===== config.mk =====
export PLATFORM = sky130hd
export DESIGN_NAME = rts_cts_link_handshake_core
export DESIGN_NICKNAME = d
export VERILOG_FILES = /design/src/rtsc_pkg.sv /design/src/rtsc_cfg_regs.sv /design/src/rtsc_fsm.sv /design/src/rts_cts_link_handshake_core.sv
export SDC_FILE = /design/constraint.sdc
export NUM_CORES = 1
export LEC_CHECK = 0
export ABC_AREA = 1
export BUFFER_PORTS_ARGS = -buffer_cell sky130_fd_sc_hd__buf_2
export CAP_MARGIN = 20
export CORE_MARGIN = 2
export CORE_UTILIZATION = 50
export CTS_CLUSTER_DIAMETER = 50
export DETAILED_ROUTE_END_ITERATION = 10
export GPL_ROUTABILITY_DRIVEN = 1
export GPL_TIMING_DRIVEN = 0
export PLACE_DENSITY_LB_ADDON = 0.2
export SYNTH_ARGS = -nofsm -noshare
export SYNTH_HDL_FRONTEND = slang
export SYNTH_HIERARCHICAL = 1
export SYNTH_SLANG_ARGS = --single-unit

===== constraint.sdc =====
create_clock -name aclk -period 6.7 [get_ports aclk]
set_input_delay 0.335 -clock aclk [delete_from_list [all_inputs] [get_ports aclk]]
set_output_delay 0.335 -clock aclk [all_outputs]
set_load 0.01 [all_outputs]

===== src/rtsc_pkg.sv =====
// Shared types and constants for the RTS/CTS link handshake controller.
package rtsc_pkg;

    // Item kinds carried on the input tuser.
    localparam logic [1:0] FUNC_TICK = 2'd0;
    localparam logic [1:0] FUNC_PKT  = 2'd1;
    localparam logic [1:0] FUNC_SEND = 2'd2;

    // Packet type codes on the air.
    localparam logic [7:0] PKT_RTS   = 8'h01;
    localparam logic [7:0] PKT_CTS   = 8'h02;
    localparam logic [7:0] PKT_DATA  = 8'h03;
    localparam logic [7:0] PKT_ACK   = 8'h04;
    localparam logic [7:0] PKT_RETRY = 8'h06;

    localparam logic [2:0] TX_NONE = 3'd0;
    localparam logic [2:0] TX_RTS  = 3'd1;
    localparam logic [2:0] TX_CTS  = 3'd2;
    localparam logic [2:0] TX_DATA = 3'd3;
    localparam logic [2:0] TX_ACK  = 3'd4;

    localparam logic [7:0] MIN_RX_LEN = 8'd8;

    // Phase codes as reported in state_code.
    localparam logic [3:0] PH_IDLE      = 4'd0;
    localparam logic [3:0] PH_ISSUE_RTS = 4'd1;
    localparam logic [3:0] PH_WAIT_CTS  = 4'd2;
    localparam logic [3:0] PH_SEND_DATA = 4'd3;
    localparam logic [3:0] PH_WAIT_ACK  = 4'd4;
    localparam logic [3:0] PH_SUCCESS   = 4'd5;
    localparam logic [3:0] PH_SEND_CTS  = 4'd6;
    localparam logic [3:0] PH_WAIT_DATA = 4'd7;
    localparam logic [3:0] PH_SEND_ACK  = 4'd8;
    localparam logic [3:0] PH_RETRY     = 4'd9;
    localparam logic [3:0] PH_ERROR     = 4'd10;

    // Configuration register indexes.
    localparam logic [2:0] CFG_OWN_USER  = 3'd0;
    localparam logic [2:0] CFG_OWN_NODE  = 3'd1;
    localparam logic [2:0] CFG_PEER_USER = 3'd2;
    localparam logic [2:0] CFG_PEER_NODE = 3'd3;
    localparam logic [2:0] CFG_MAX_RETRY = 3'd4;
    localparam logic [2:0] CFG_TIMEOUT   = 3'd5;
    localparam logic [2:0] CFG_COOLDOWN  = 3'd6;

    localparam int CFG_DATA_W = 16;
    localparam int CFG_IDX_W  = 3;

    typedef struct packed {
        logic [7:0]  own_user_id;
        logic [7:0]  own_node_id;
        logic [3:0]  max_retries;
        logic [15:0] timeout_ticks;
        logic [15:0] cooldown_ticks;
    } cfg_t;

    typedef struct packed {
        logic [1:0] func;
        logic [7:0] rx_len;
        logic [7:0] rx_kind;
        logic [7:0] pkt_msg_id;
        logic [7:0] pkt_dst_user;
        logic [7:0] pkt_dst_node;
        logic       crc_ok;
    } item_t;

    typedef struct packed {
        logic [2:0] tx_type;
        logic [7:0] tx_msg_id;
        logic [3:0] state_code;
        logic       request_taken;
        logic       delivered;
        logic       gave_up;
        logic       crc_error;
        logic       data_accepted;
    } result_t;

endpackage


===== src/rtsc_cfg_regs.sv =====
// Configuration register file for the handshake controller.
module rtsc_cfg_regs (
    input  logic                           aclk,
    input  logic                           aresetn,
    input  logic                           cfg_we,
    input  logic [rtsc_pkg::CFG_IDX_W-1:0]  cfg_index,
    input  logic [rtsc_pkg::CFG_DATA_W-1:0] cfg_wdata,
    output rtsc_pkg::cfg_t                 cfg
);

    rtsc_pkg::cfg_t cfg_reg;

    // Peer ids are not stored here; writes to their indexes are dropped.
    always_ff @(posedge aclk) begin
        if (!aresetn) begin
            cfg_reg.own_user_id    <= 8'd0;
            cfg_reg.own_node_id    <= 8'd0;
            cfg_reg.max_retries    <= 4'd3;
            cfg_reg.timeout_ticks  <= 16'd3000;
            cfg_reg.cooldown_ticks <= 16'd100;
        end else if (cfg_we) begin
            case (cfg_index)
                rtsc_pkg::CFG_OWN_USER:  cfg_reg.own_user_id    <= cfg_wdata[7:0];
                rtsc_pkg::CFG_OWN_NODE:  cfg_reg.own_node_id    <= cfg_wdata[7:0];
                rtsc_pkg::CFG_MAX_RETRY: cfg_reg.max_retries    <= cfg_wdata[3:0];
                rtsc_pkg::CFG_TIMEOUT:   cfg_reg.timeout_ticks  <= cfg_wdata;
                rtsc_pkg::CFG_COOLDOWN:  cfg_reg.cooldown_ticks <= cfg_wdata;
                default: ;
            endcase
        end
    end

    assign cfg = cfg_reg;

endmodule


===== src/rtsc_fsm.sv =====
// Handshake state machine: link state registers and per-item next-state logic.
module rtsc_fsm (
    input  logic                aclk,
    input  logic                aresetn,
    input  rtsc_pkg::cfg_t      cfg,
    input  logic                step_en,
    input  rtsc_pkg::item_t     item,
    output rtsc_pkg::result_t   result
);

    typedef enum logic [3:0] {
        S_IDLE      = rtsc_pkg::PH_IDLE,
        S_ISSUE_RTS = rtsc_pkg::PH_ISSUE_RTS,
        S_WAIT_CTS  = rtsc_pkg::PH_WAIT_CTS,
        S_SEND_DATA = rtsc_pkg::PH_SEND_DATA,
        S_WAIT_ACK  = rtsc_pkg::PH_WAIT_ACK,
        S_SUCCESS   = rtsc_pkg::PH_SUCCESS,
        S_SEND_CTS  = rtsc_pkg::PH_SEND_CTS,
        S_WAIT_DATA = rtsc_pkg::PH_WAIT_DATA,
        S_SEND_ACK  = rtsc_pkg::PH_SEND_ACK,
        S_RETRY     = rtsc_pkg::PH_RETRY,
        S_ERROR     = rtsc_pkg::PH_ERROR
    } phase_t;

    phase_t      phase_reg, phase_next;
    logic        cts_seen_reg, cts_seen_next;
    logic        ack_seen_reg, ack_seen_next;
    logic        rts_seen_reg, rts_seen_next;
    logic        data_seen_reg, data_seen_next;
    logic        retry_seen_reg, retry_seen_next;
    logic        link_busy_reg, link_busy_next;
    logic [3:0]  rts_attempts_reg, rts_attempts_next;
    logic [3:0]  data_attempts_reg, data_attempts_next;
    logic [15:0] wait_timer_reg, wait_timer_next;
    logic [15:0] cooldown_reg, cooldown_next;
    logic [7:0]  own_msg_id_reg, own_msg_id_next;
    logic [7:0]  peer_msg_id_reg, peer_msg_id_next;

    logic        timeout_hit;
    logic        clear_chan;
    logic        pkt_for_us;
    logic [15:0] cooldown_dec;
    rtsc_pkg::result_t res;

    assign timeout_hit  = (wait_timer_reg >= cfg.timeout_ticks);
    assign cooldown_dec = (cooldown_reg != 16'd0) ? (cooldown_reg - 16'd1) : cooldown_reg;
    assign pkt_for_us   = (item.rx_len >= rtsc_pkg::MIN_RX_LEN)
                          && (item.pkt_dst_user == cfg.own_user_id)
                          && (item.pkt_dst_node == cfg.own_node_id);

    always_comb begin
        phase_next         = phase_reg;
        cts_seen_next      = cts_seen_reg;
        ack_seen_next      = ack_seen_reg;
        rts_seen_next      = rts_seen_reg;
        data_seen_next     = data_seen_reg;
        retry_seen_next    = retry_seen_reg;
        link_busy_next     = link_busy_reg;
        rts_attempts_next  = rts_attempts_reg;
        data_attempts_next = data_attempts_reg;
        wait_timer_next    = wait_timer_reg;
        cooldown_next      = cooldown_reg;
        own_msg_id_next    = own_msg_id_reg;
        peer_msg_id_next   = peer_msg_id_reg;
        clear_chan         = 1'b0;
        res                = '0;

        if (step_en) begin
            case (item.func)
                rtsc_pkg::FUNC_TICK: begin
                    cooldown_next = cooldown_dec;
                    case (phase_reg)
                        S_IDLE: begin
                            if (cooldown_dec == 16'd0 && rts_seen_reg) begin
                                rts_seen_next = 1'b0;
                                phase_next    = S_SEND_CTS;
                            end
                        end
                        S_ISSUE_RTS: begin
                            res.tx_type     = rtsc_pkg::TX_RTS;
                            res.tx_msg_id   = own_msg_id_reg;
                            wait_timer_next = 16'd0;
                            phase_next      = S_WAIT_CTS;
                        end
                        S_WAIT_CTS: begin
                            if (cts_seen_reg) begin
                                cts_seen_next = 1'b0;
                                phase_next    = S_SEND_DATA;
                            end else if (!timeout_hit) begin
                                wait_timer_next = wait_timer_reg + 16'd1;
                            end else if (rts_attempts_reg < cfg.max_retries) begin
                                rts_attempts_next = rts_attempts_reg + 4'd1;
                                phase_next        = S_ISSUE_RTS;
                            end else begin
                                clear_chan  = 1'b1;
                                phase_next  = S_IDLE;
                                res.gave_up = 1'b1;
                            end
                        end
                        S_SEND_DATA: begin
                            res.tx_type     = rtsc_pkg::TX_DATA;
                            res.tx_msg_id   = own_msg_id_reg;
                            wait_timer_next = 16'd0;
                            phase_next      = S_WAIT_ACK;
                        end
                        S_WAIT_ACK: begin
                            // ACK and timeout override a pending peer retry
                            if (retry_seen_reg) begin
                                phase_next = S_RETRY;
                            end
                            if (ack_seen_reg) begin
                                ack_seen_next = 1'b0;
                                phase_next    = S_SUCCESS;
                            end else if (!timeout_hit) begin
                                wait_timer_next = wait_timer_reg + 16'd1;
                            end else if (data_attempts_reg < cfg.max_retries) begin
                                data_attempts_next = data_attempts_reg + 4'd1;
                                phase_next         = S_SEND_DATA;
                            end else begin
                                clear_chan  = 1'b1;
                                phase_next  = S_IDLE;
                                res.gave_up = 1'b1;
                            end
                        end
                        S_SUCCESS: begin
                            own_msg_id_next = own_msg_id_reg + 8'd1;
                            cooldown_next   = cfg.cooldown_ticks;
                            clear_chan      = 1'b1;
                            phase_next      = S_IDLE;
                            res.delivered   = 1'b1;
                        end
                        S_SEND_CTS: begin
                            res.tx_type     = rtsc_pkg::TX_CTS;
                            res.tx_msg_id   = peer_msg_id_reg;
                            wait_timer_next = 16'd0;
                            phase_next      = S_WAIT_DATA;
                        end
                        S_WAIT_DATA: begin
                            if (data_seen_reg) begin
                                data_seen_next = 1'b0;
                                phase_next     = S_SEND_ACK;
                            end else if (!timeout_hit) begin
                                wait_timer_next = wait_timer_reg + 16'd1;
                            end else begin
                                clear_chan  = 1'b1;
                                phase_next  = S_IDLE;
                                res.gave_up = 1'b1;
                            end
                        end
                        S_SEND_ACK: begin
                            res.tx_type   = rtsc_pkg::TX_ACK;
                            res.tx_msg_id = peer_msg_id_reg;
                            clear_chan    = 1'b1;
                            phase_next    = S_IDLE;
                        end
                        S_RETRY: begin
                            if (retry_seen_reg) begin
                                retry_seen_next = 1'b0;
                                phase_next      = S_SEND_DATA;
                            end
                        end
                        S_ERROR: begin
                            // keep wait_timer running from where it was
                            phase_next = S_WAIT_DATA;
                        end
                        default: begin
                            phase_next = S_IDLE;
                        end
                    endcase
                end
                rtsc_pkg::FUNC_PKT: begin
                    if (pkt_for_us) begin
                        case (item.rx_kind)
                            rtsc_pkg::PKT_RTS: begin
                                if (!link_busy_reg) begin
                                    peer_msg_id_next = item.pkt_msg_id;
                                    rts_seen_next    = 1'b1;
                                end
                            end
                            rtsc_pkg::PKT_CTS: begin
                                cts_seen_next = 1'b1;
                            end
                            rtsc_pkg::PKT_DATA: begin
                                peer_msg_id_next = item.pkt_msg_id;
                                if (item.crc_ok) begin
                                    data_seen_next    = 1'b1;
                                    res.data_accepted = 1'b1;
                                end else begin
                                    phase_next    = S_ERROR;
                                    res.crc_error = 1'b1;
                                end
                            end
                            rtsc_pkg::PKT_ACK: begin
                                if (item.pkt_msg_id == own_msg_id_reg) begin
                                    ack_seen_next = 1'b1;
                                end
                            end
                            rtsc_pkg::PKT_RETRY: begin
                                if (item.pkt_msg_id == own_msg_id_reg) begin
                                    retry_seen_next = 1'b1;
                                end
                            end
                            default: ;
                        endcase
                    end
                end
                rtsc_pkg::FUNC_SEND: begin
                    if (!link_busy_reg && phase_reg == S_IDLE) begin
                        link_busy_next    = 1'b1;
                        phase_next        = S_ISSUE_RTS;
                        res.request_taken = 1'b1;
                    end
                end
                default: ;
            endcase

            // retry_seen survives a channel clear
            if (clear_chan) begin
                cts_seen_next      = 1'b0;
                ack_seen_next      = 1'b0;
                rts_seen_next      = 1'b0;
                data_seen_next     = 1'b0;
                link_busy_next     = 1'b0;
                rts_attempts_next  = 4'd0;
                data_attempts_next = 4'd0;
            end
        end

        res.state_code = phase_next;
    end

    always_ff @(posedge aclk) begin
        if (!aresetn) begin
            phase_reg         <= S_IDLE;
            cts_seen_reg      <= 1'b0;
            ack_seen_reg      <= 1'b0;
            rts_seen_reg      <= 1'b0;
            data_seen_reg     <= 1'b0;
            retry_seen_reg    <= 1'b0;
            link_busy_reg     <= 1'b0;
            rts_attempts_reg  <= 4'd0;
            data_attempts_reg <= 4'd0;
            wait_timer_reg    <= 16'd0;
            cooldown_reg      <= 16'd0;
            own_msg_id_reg    <= 8'd0;
            peer_msg_id_reg   <= 8'd0;
        end else begin
            phase_reg         <= phase_next;
            cts_seen_reg      <= cts_seen_next;
            ack_seen_reg      <= ack_seen_next;
            rts_seen_reg      <= rts_seen_next;
            data_seen_reg     <= data_seen_next;
            retry_seen_reg    <= retry_seen_next;
            link_busy_reg     <= link_busy_next;
            rts_attempts_reg  <= rts_attempts_next;
            data_attempts_reg <= data_attempts_next;
            wait_timer_reg    <= wait_timer_next;
            cooldown_reg      <= cooldown_next;
            own_msg_id_reg    <= own_msg_id_next;
            peer_msg_id_reg   <= peer_msg_id_next;
        end
    end

    assign result = res;

endmodule


===== src/rts_cts_link_handshake_core.sv =====
// An item taken on s_ is held in the input register and its result in the result register for m_.
// Throughput: one transaction per cycle unless m_tready holds off; the state update for one
// item is combinational between the input register and the result register.
// Reset: aresetn is synchronous, active low; clears the link state, message ids,
// timers and both valid flags, and loads the configuration register defaults.
// Top level of the RTS/CTS/DATA/ACK link handshake controller.
module rts_cts_link_handshake_core (
    input  logic                           aclk,
    input  logic                           aresetn,
    input  logic                           cfg_we,
    input  logic [rtsc_pkg::CFG_IDX_W-1:0]  cfg_index,
    input  logic [rtsc_pkg::CFG_DATA_W-1:0] cfg_wdata,
    input  logic                           s_tvalid,
    output logic                           s_tready,
    // rx_len, rx_kind, pkt_msg_id, pkt_dst_user, pkt_dst_node, crc_ok, zero pad
    input  logic [47:0]                    s_tdata,
    // func
    input  logic [1:0]                     s_tuser,
    output logic                           m_tvalid,
    input  logic                           m_tready,
    // tx_type, tx_msg_id, state_code, request_taken, delivered, gave_up,
    // crc_error, data_accepted, zero pad
    output logic [23:0]                    m_tdata
);

    rtsc_pkg::cfg_t    cfg;
    rtsc_pkg::item_t   in_item_reg;
    rtsc_pkg::result_t fsm_result;
    rtsc_pkg::result_t out_res_reg;
    logic              in_valid_reg, in_valid_next;
    logic              out_valid_reg, out_valid_next;
    logic              step_en;
    logic              in_take;

    rtsc_cfg_regs u_cfg (
        .aclk      (aclk),
        .aresetn   (aresetn),
        .cfg_we    (cfg_we),
        .cfg_index (cfg_index),
        .cfg_wdata (cfg_wdata),
        .cfg       (cfg)
    );

    rtsc_fsm u_fsm (
        .aclk    (aclk),
        .aresetn (aresetn),
        .cfg     (cfg),
        .step_en (step_en),
        .item    (in_item_reg),
        .result  (fsm_result)
    );

    // Advance the held item when the result register is free or draining.
    assign step_en  = in_valid_reg && (!out_valid_reg || m_tready);
    assign s_tready = !in_valid_reg || step_en;
    assign in_take  = s_tvalid && s_tready;

    assign in_valid_next  = in_take ? 1'b1 : (step_en ? 1'b0 : in_valid_reg);
    assign out_valid_next = step_en ? 1'b1 : (m_tready ? 1'b0 : out_valid_reg);

    always_ff @(posedge aclk) begin
        if (!aresetn) begin
            in_valid_reg  <= 1'b0;
            out_valid_reg <= 1'b0;
        end else begin
            in_valid_reg  <= in_valid_next;
            out_valid_reg <= out_valid_next;
        end
    end

    always_ff @(posedge aclk) begin
        if (in_take) begin
            in_item_reg.func         <= s_tuser;
            in_item_reg.rx_len       <= s_tdata[7:0];
            in_item_reg.rx_kind      <= s_tdata[15:8];
            in_item_reg.pkt_msg_id   <= s_tdata[23:16];
            in_item_reg.pkt_dst_user <= s_tdata[31:24];
            in_item_reg.pkt_dst_node <= s_tdata[39:32];
            in_item_reg.crc_ok       <= s_tdata[40];
        end
        if (step_en) begin
            out_res_reg <= fsm_result;
        end
    end

    assign m_tvalid = out_valid_reg;
    assign m_tdata  = {4'd0,
                       out_res_reg.data_accepted,
                       out_res_reg.crc_error,
                       out_res_reg.gave_up,
                       out_res_reg.delivered,
                       out_res_reg.request_taken,
                       out_res_reg.state_code,
                       out_res_reg.tx_msg_id,
                       out_res_reg.tx_type};

    a_taken_enters_issue_rts: assert property (@(posedge aclk) disable iff (!aresetn)
        (m_tvalid && out_res_reg.request_taken)
            |-> (out_res_reg.state_code == rtsc_pkg::PH_ISSUE_RTS))
        else $error("accepted send request did not move to the RTS issue phase");

    a_flags_exclusive: assert property (@(posedge aclk) disable iff (!aresetn)
        m_tvalid |-> $onehot0({out_res_reg.request_taken, out_res_reg.delivered,
                               out_res_reg.gave_up, out_res_reg.crc_error,
                               out_res_reg.data_accepted}))
        else $error("more than one event flag in one result");

    a_end_of_link_idle: assert property (@(posedge aclk) disable iff (!aresetn)
        (m_tvalid && (out_res_reg.delivered || out_res_reg.gave_up))
            |-> (out_res_reg.state_code == rtsc_pkg::PH_IDLE
                 && out_res_reg.tx_type == rtsc_pkg::TX_NONE))
        else $error("delivery or give-up did not return to idle");

    a_crc_error_phase: assert property (@(posedge aclk) disable iff (!aresetn)
        (m_tvalid && out_res_reg.crc_error)
            |-> (out_res_reg.state_code == rtsc_pkg::PH_ERROR))
        else $error("bad CRC did not enter the error phase");

endmodule


# --- Word-level counts from Yosys, hierarchy flattened ---
# Cells that the tools add are included.
word_totals:
  reg_bits: 183
  input_bits: 74
  out_inout_bits: 26
  wordCells: 233
op_classes:
  n_addsub: 5
  order_cmp: 4
  eq_ne: 47
  mux: 91
  reduce_logical: 51
op_table:
  columns: ["cell", "count"]
  rows:
  - ["2-to-1 mux 4 bit", 26]
  - ["2-to-1 mux 16 bit", 6]
  - ["case mux 16 bit (4 select lines)", 1]
  - ["2-to-1 mux 1 bit", 45]
  - ["case mux 11 bit (4 select lines)", 1]
  - ["AND reduction 6 bit", 6]
  - ["case mux 4 bit (8 select lines)", 1]
  - ["== test 8 bit", 3]
  - ["!= test 3 x 2 -> 1 bit (second input constant)", 8]
  - ["nonzero test 2 bit", 12]
  - ["adder 16 x 1 -> 16 bit (second input constant)", 1]
  - ["== test 4 x 3 -> 1 bit (second input constant)", 4]
  - ["== test 8 x 2 -> 1 bit (second input constant)", 2]
  - ["== test 8 x 3 -> 1 bit (second input constant)", 2]
  - [">= comparator 16 bit", 1]
  - ["logical NOT 16 bit", 1]
  - ["case mux 8 bit (2 select lines)", 1]
  - ["nonzero test 16 bit", 1]
  - ["subtractor 16 x 1 -> 16 bit (second input constant)", 1]
  - ["!= test 2 bit (second input constant)", 7]
  - ["== test 4 bit (second input constant)", 3]
  - ["!= test 3 x 1 -> 1 bit (second input constant)", 4]
  - ["case mux 4 bit (3 select lines)", 1]
  - ["AND reduction 2 bit", 6]
  - ["other kinds (31)", 54]

# --- Longest topological paths before layout ---
depth:
  ltp_word: 9
  depth_mapped: 19
  mapped_depth_nobuf: 19

# --- By module ---
# Netlist, hierarchy kept.
modules_own_cells:
  columns: ["mod", "instances", "cells_per_inst", "area_each_um2", "seq_area_each_um2"]
  rows:
  - ["rtsc_fsm", 1, 891, 5532.8, 1321.3]
  - ["rtsc_cfg_regs", 1, 300, 2107.0, 1041.0]
  - ["rts_cts_link_handshake_core", 1, 81, 2020.7, 1931.9]

# --- Worst setup path after synthesis ---
# No wires, ideal clock.
synth_path:
  path_kind: "reg-to-reg"
  start: "register out_valid_reg (netlist: m_tvalid)"
  end: "register u_fsm.own_msg_id_reg[6]"
  setup_ps: 120
  t_arrival_ps: 3074
  required_time_ps: 6580
  setup_slack_ps: 3507
  path_stages_with_launch: 13
  path_buffers: 0
  synth_period_minus_slack_ps: 3193
  cell_sequence: "dfxtp_1 > a21oi_1 > inv_1 > nor2_8 > inv_4 > nor2_8 > inv_2 > nor3_2 > nand2_1 > nor2_1 > nand2_1 > o21ai_0 > a21oi_1"
synth_between:
  elab_chain_cells: 4
synth_rtl:
  columns: ["element", "line", "source"]
  rows:
  - ["start: declaration", "rts_cts_link_handshake_core.sv:31", "logic out_valid_reg, out_valid_next;"]
  - ["start signal: assignment", "rts_cts_link_handshake_core.sv:67", "out_valid_reg <= out_valid_next;"]
  - ["logical NOT 1 bit", "rts_cts_link_handshake_core.sv:54", "assign step_en = in_valid_reg && (!out_valid_reg || m_tready);"]
  - ["logical OR 1 bit", "rts_cts_link_handshake_core.sv:54", null]
  - ["logical AND 1 bit", "rts_cts_link_handshake_core.sv:54", null]
  - ["AND reduction 3 bit (no line)", null, null]
  - ["end signal: assignment", "rtsc_fsm.sv:259", "own_msg_id_reg <= own_msg_id_next;"]
  - ["end: declaration", "rtsc_fsm.sv:36", "logic [7:0] own_msg_id_reg, own_msg_id_next;"]
# No other way between the ends.
# A chain may end at the register's enable or synchronous reset.

# --- Worst setup path after layout ---
layout_path:
  start: "register u_fsm.wait_timer_reg[9]"
  end: "register u_fsm.wait_timer_reg[7]"
layout_between:
  elab_chain_cells: 4
  word_cells_on_any_way: 6
  cone_classes: "order compare: 1; mux: 5"
layout_rtl:
  columns: ["element", "line", "source"]
  rows:
  - ["start: declaration", "rtsc_fsm.sv:34", "logic [15:0] wait_timer_reg, wait_timer_next;"]
  - ["start signal: assignment", "rtsc_fsm.sv:257", "wait_timer_reg <= wait_timer_next;"]
  - [">= comparator 16 bit *", "rtsc_fsm.sv:45", "assign timeout_hit = (wait_timer_reg >= cfg.timeout_ticks);"]
  - ["2-to-1 mux 16 bit *", null, null]
  - ["2-to-1 mux 16 bit, on equally long branches", null, null]
  - ["case mux 16 bit (4 select lines) *", null, null]
# Every way passes the cells marked *; elsewhere a longest branch is shown, timed or not. The select of a mux whose other input is x is not followed.

==> results.toml <==
[floorplan]
ios = 100
rows = 50
fp.dieH_um = 142.4
core_sq_um = 18770
die-area_sq_um = 20260
die_x_um = 142.4
start_util = 0.5099

[power]
ir_drop_uv = 181.6
p_clk_frac = 0.401
power_frac_seq = 0.521
total_power_mw = 2.263
power_switching_mw = 0.5623
powerDensity_nw_per_um2 = 207.8
power_leakage_nw = 4.906
p_int_mw = 1.701
p_sw_frac = 0.2485
combinationalPowerShare = 0.078

[timing]
holdWs_ns = 0.08083
final_max_slew_viol_count = 0
period_minus_slack_ns = 2.501
clock_skew_ns = 0.008730
rsz0062_at_grt = "false"
timing.fmax_mhz = 399.9
fin_crit_sh = 0.3732
finalHoldViolCount = 0
max_slew.worst_pin.slew_ns = 0.7813
relSlewSlack = 0.4786
finalSetupViolations = 0
fin_tns_setup_ns = 0

[clock_tree]
cts_resized = 0
cts_tree = "done"
hold_buffers = 0
cts_made_buffers = 17
cts_sinks = 180
cts_htree_levels = 4
clk-insertion-delay-late_ns = 0.42
clockBufferDepth = 2
clock-root-buffer = "clkbuf_16"
path_clk_slew_ns = 0.07
cts_setup_buffers = 0

[placed_design]
io_buffers = 85
placedCellCount = 1594
place_hpwl_um = 18500
gp_congestion = 0.9114

[route]
dr.first_iter.drc_count = 689
ant_nets = 0
post-route-drc-count = 0
drtPass1Iterations = 6
avgViaCountPerCell = 5.252
finalWirelength_um = 23820
via_count = 8540
wl_per_cell_um = 14.65

[setup_path]
crit_top_cell = "nand2_2"
criticalPathCategory = "flip-flop to flip-flop"
r2r_start = "u_fsm/wait_timer_reg[9]$_SDFFE_PN0P_"
cpMaxStageDelayCell = "dfxtp_1"
path_delay_family = "simple AND/OR/NAND/NOR gates"
worstPathMaxFanout = 10
crit_arrival_ns = 2.82
cp.required_ns = 7.02
startpoint = "u_fsm/wait_timer_reg[9]$_SDFFE_PN0P_"
crit_chain = "ha_1 -> nand2_1 -> inv_1 -> o21bai_1 -> a21oi_1 -> nor2_1 -> nand2_2 -> inv_1 -> nand3_1 -> nand2_2 -> buf_6 -> nand2_2 -> nor2_4 -> nand3_1 -> nand2_1 -> a21oi_1"
cp-end-kind = "flip-flop"
max_stage_delay_ns = 0.46
worst_setup_path_start_kind = "flip-flop"
critPathBufInv = 3

[run]
maxCapViolations = 0

[synth]
postSynthAreaPerCell_sq_um = 7.542
ys_warn_count = 6
netlist_instances = 1269
syn_area_sq_um = 9570

[cells_and_area]
nets = 1481
final_cells = 1626
area_growth_pct = 13.78
area.sequential_sq_um = 4204
n_antenna_cell = 0
largest_reg_flops = 52
multi_input_area_sq_um = 4562
fillers = 1768
utilization = 0.5802
layout-drive-gt1-share = 0.1494

[worst_hold_path]
hp-start = "s_tdata[3]"
holdCritPathClass = "input port to flip-flop"

[global_route]
grt_antenna_before_repair = 0
grt_first_pass_wirelength_um = 39190
grt_max_degree = 23
gr-total-overflow = 0
grtUsageTotal = 0.2449
first_global_vias = 7968

[status]
status = "complete, no violations"
-- cell usage in the layout, fill, tap and decap left out, types with 6 or more instances in the layout --
master	count
a21oi_1	80
a21oi_2	6
a31oi_1	8
buf_2	91
buf_4	10
clkbuf_1	16
clkbuf_16	17
clkinv_1	6
dfxtp_1	120
edfxtp_1	60
ha_1	28
inv_1	146
inv_2	11
nand2_1	288
nand2_2	7
nand3_1	100
nand3_2	6
nand4_1	18
nor2_1	172
nor2_2	11
nor2_4	10
nor3_1	21
o21ai_0	51
xnor2_1	6
xor2_1	22
-- worst paths after layout --
path	endpoint	slack, ns	cells past startpoint
worst max register to register	u_fsm/wait_timer_reg[7]$_SDFFE_PN0P_	4.20	16
worst max-delay path	u_fsm/wait_timer_reg[7]$_SDFFE_PN0P_	4.20	16
worst min register to register	u_cfg/cfg[20]$_SDFFE_PN1P_	0.46	2
worst min-delay path	in_item_reg[36]$_DFFE_PP_	0.08	1
-- power groups by stage --
| stage | logic, mW | clock network [mW] | registers (mW) |
|---|---|---|---|
| after global routing | 0.198 | 0.972 | 1.18 |
| after global placement | 0.168 | 0 | 1.20 |
| after CTS | 0.175 | 0.932 | 1.18 |
| after floorplan | 0.108 | 0 | 1.20 |
| after detailed placement | 0.174 | 0 | 1.20 |
| final | 0.176 | 0.907 | 1.18 |
-- layout make-up --
| type | instances | share of cell area |
|---|---|---|
| well taps | 234 | 0.02689 |
| clock inverters | 14 | 0.009422 |
| clock buffers | 18 | 0.03941 |
| flip-flops and latches | 180 | 0.3861 |
| repair buffers | 88 | 0.04401 |
| multi-input cells | 893 | 0.4189 |
| inverters | 163 | 0.05665 |
| plain buffers | 36 | 0.01861 |
-- per-stage QoR --
step / setup WS (ns) / instance area [sq um]
finish: 4.199 / 10890
CTS: 4.200 / 10890
floorplan: 3.507 / 9582
global placement: 2.273 / 10300
detailed placement: 4.214 / 10360
global route: 3.947 / 10890
-- layer usage --
layer,GRT usage,share of wire
met4,0.09797,0.030
met2,0.3969,0.46
met1,0.3301,0.46
met5,0,0
met3,0.03769,0.053
Note: power is estimated with default switching activity, not from simulation.
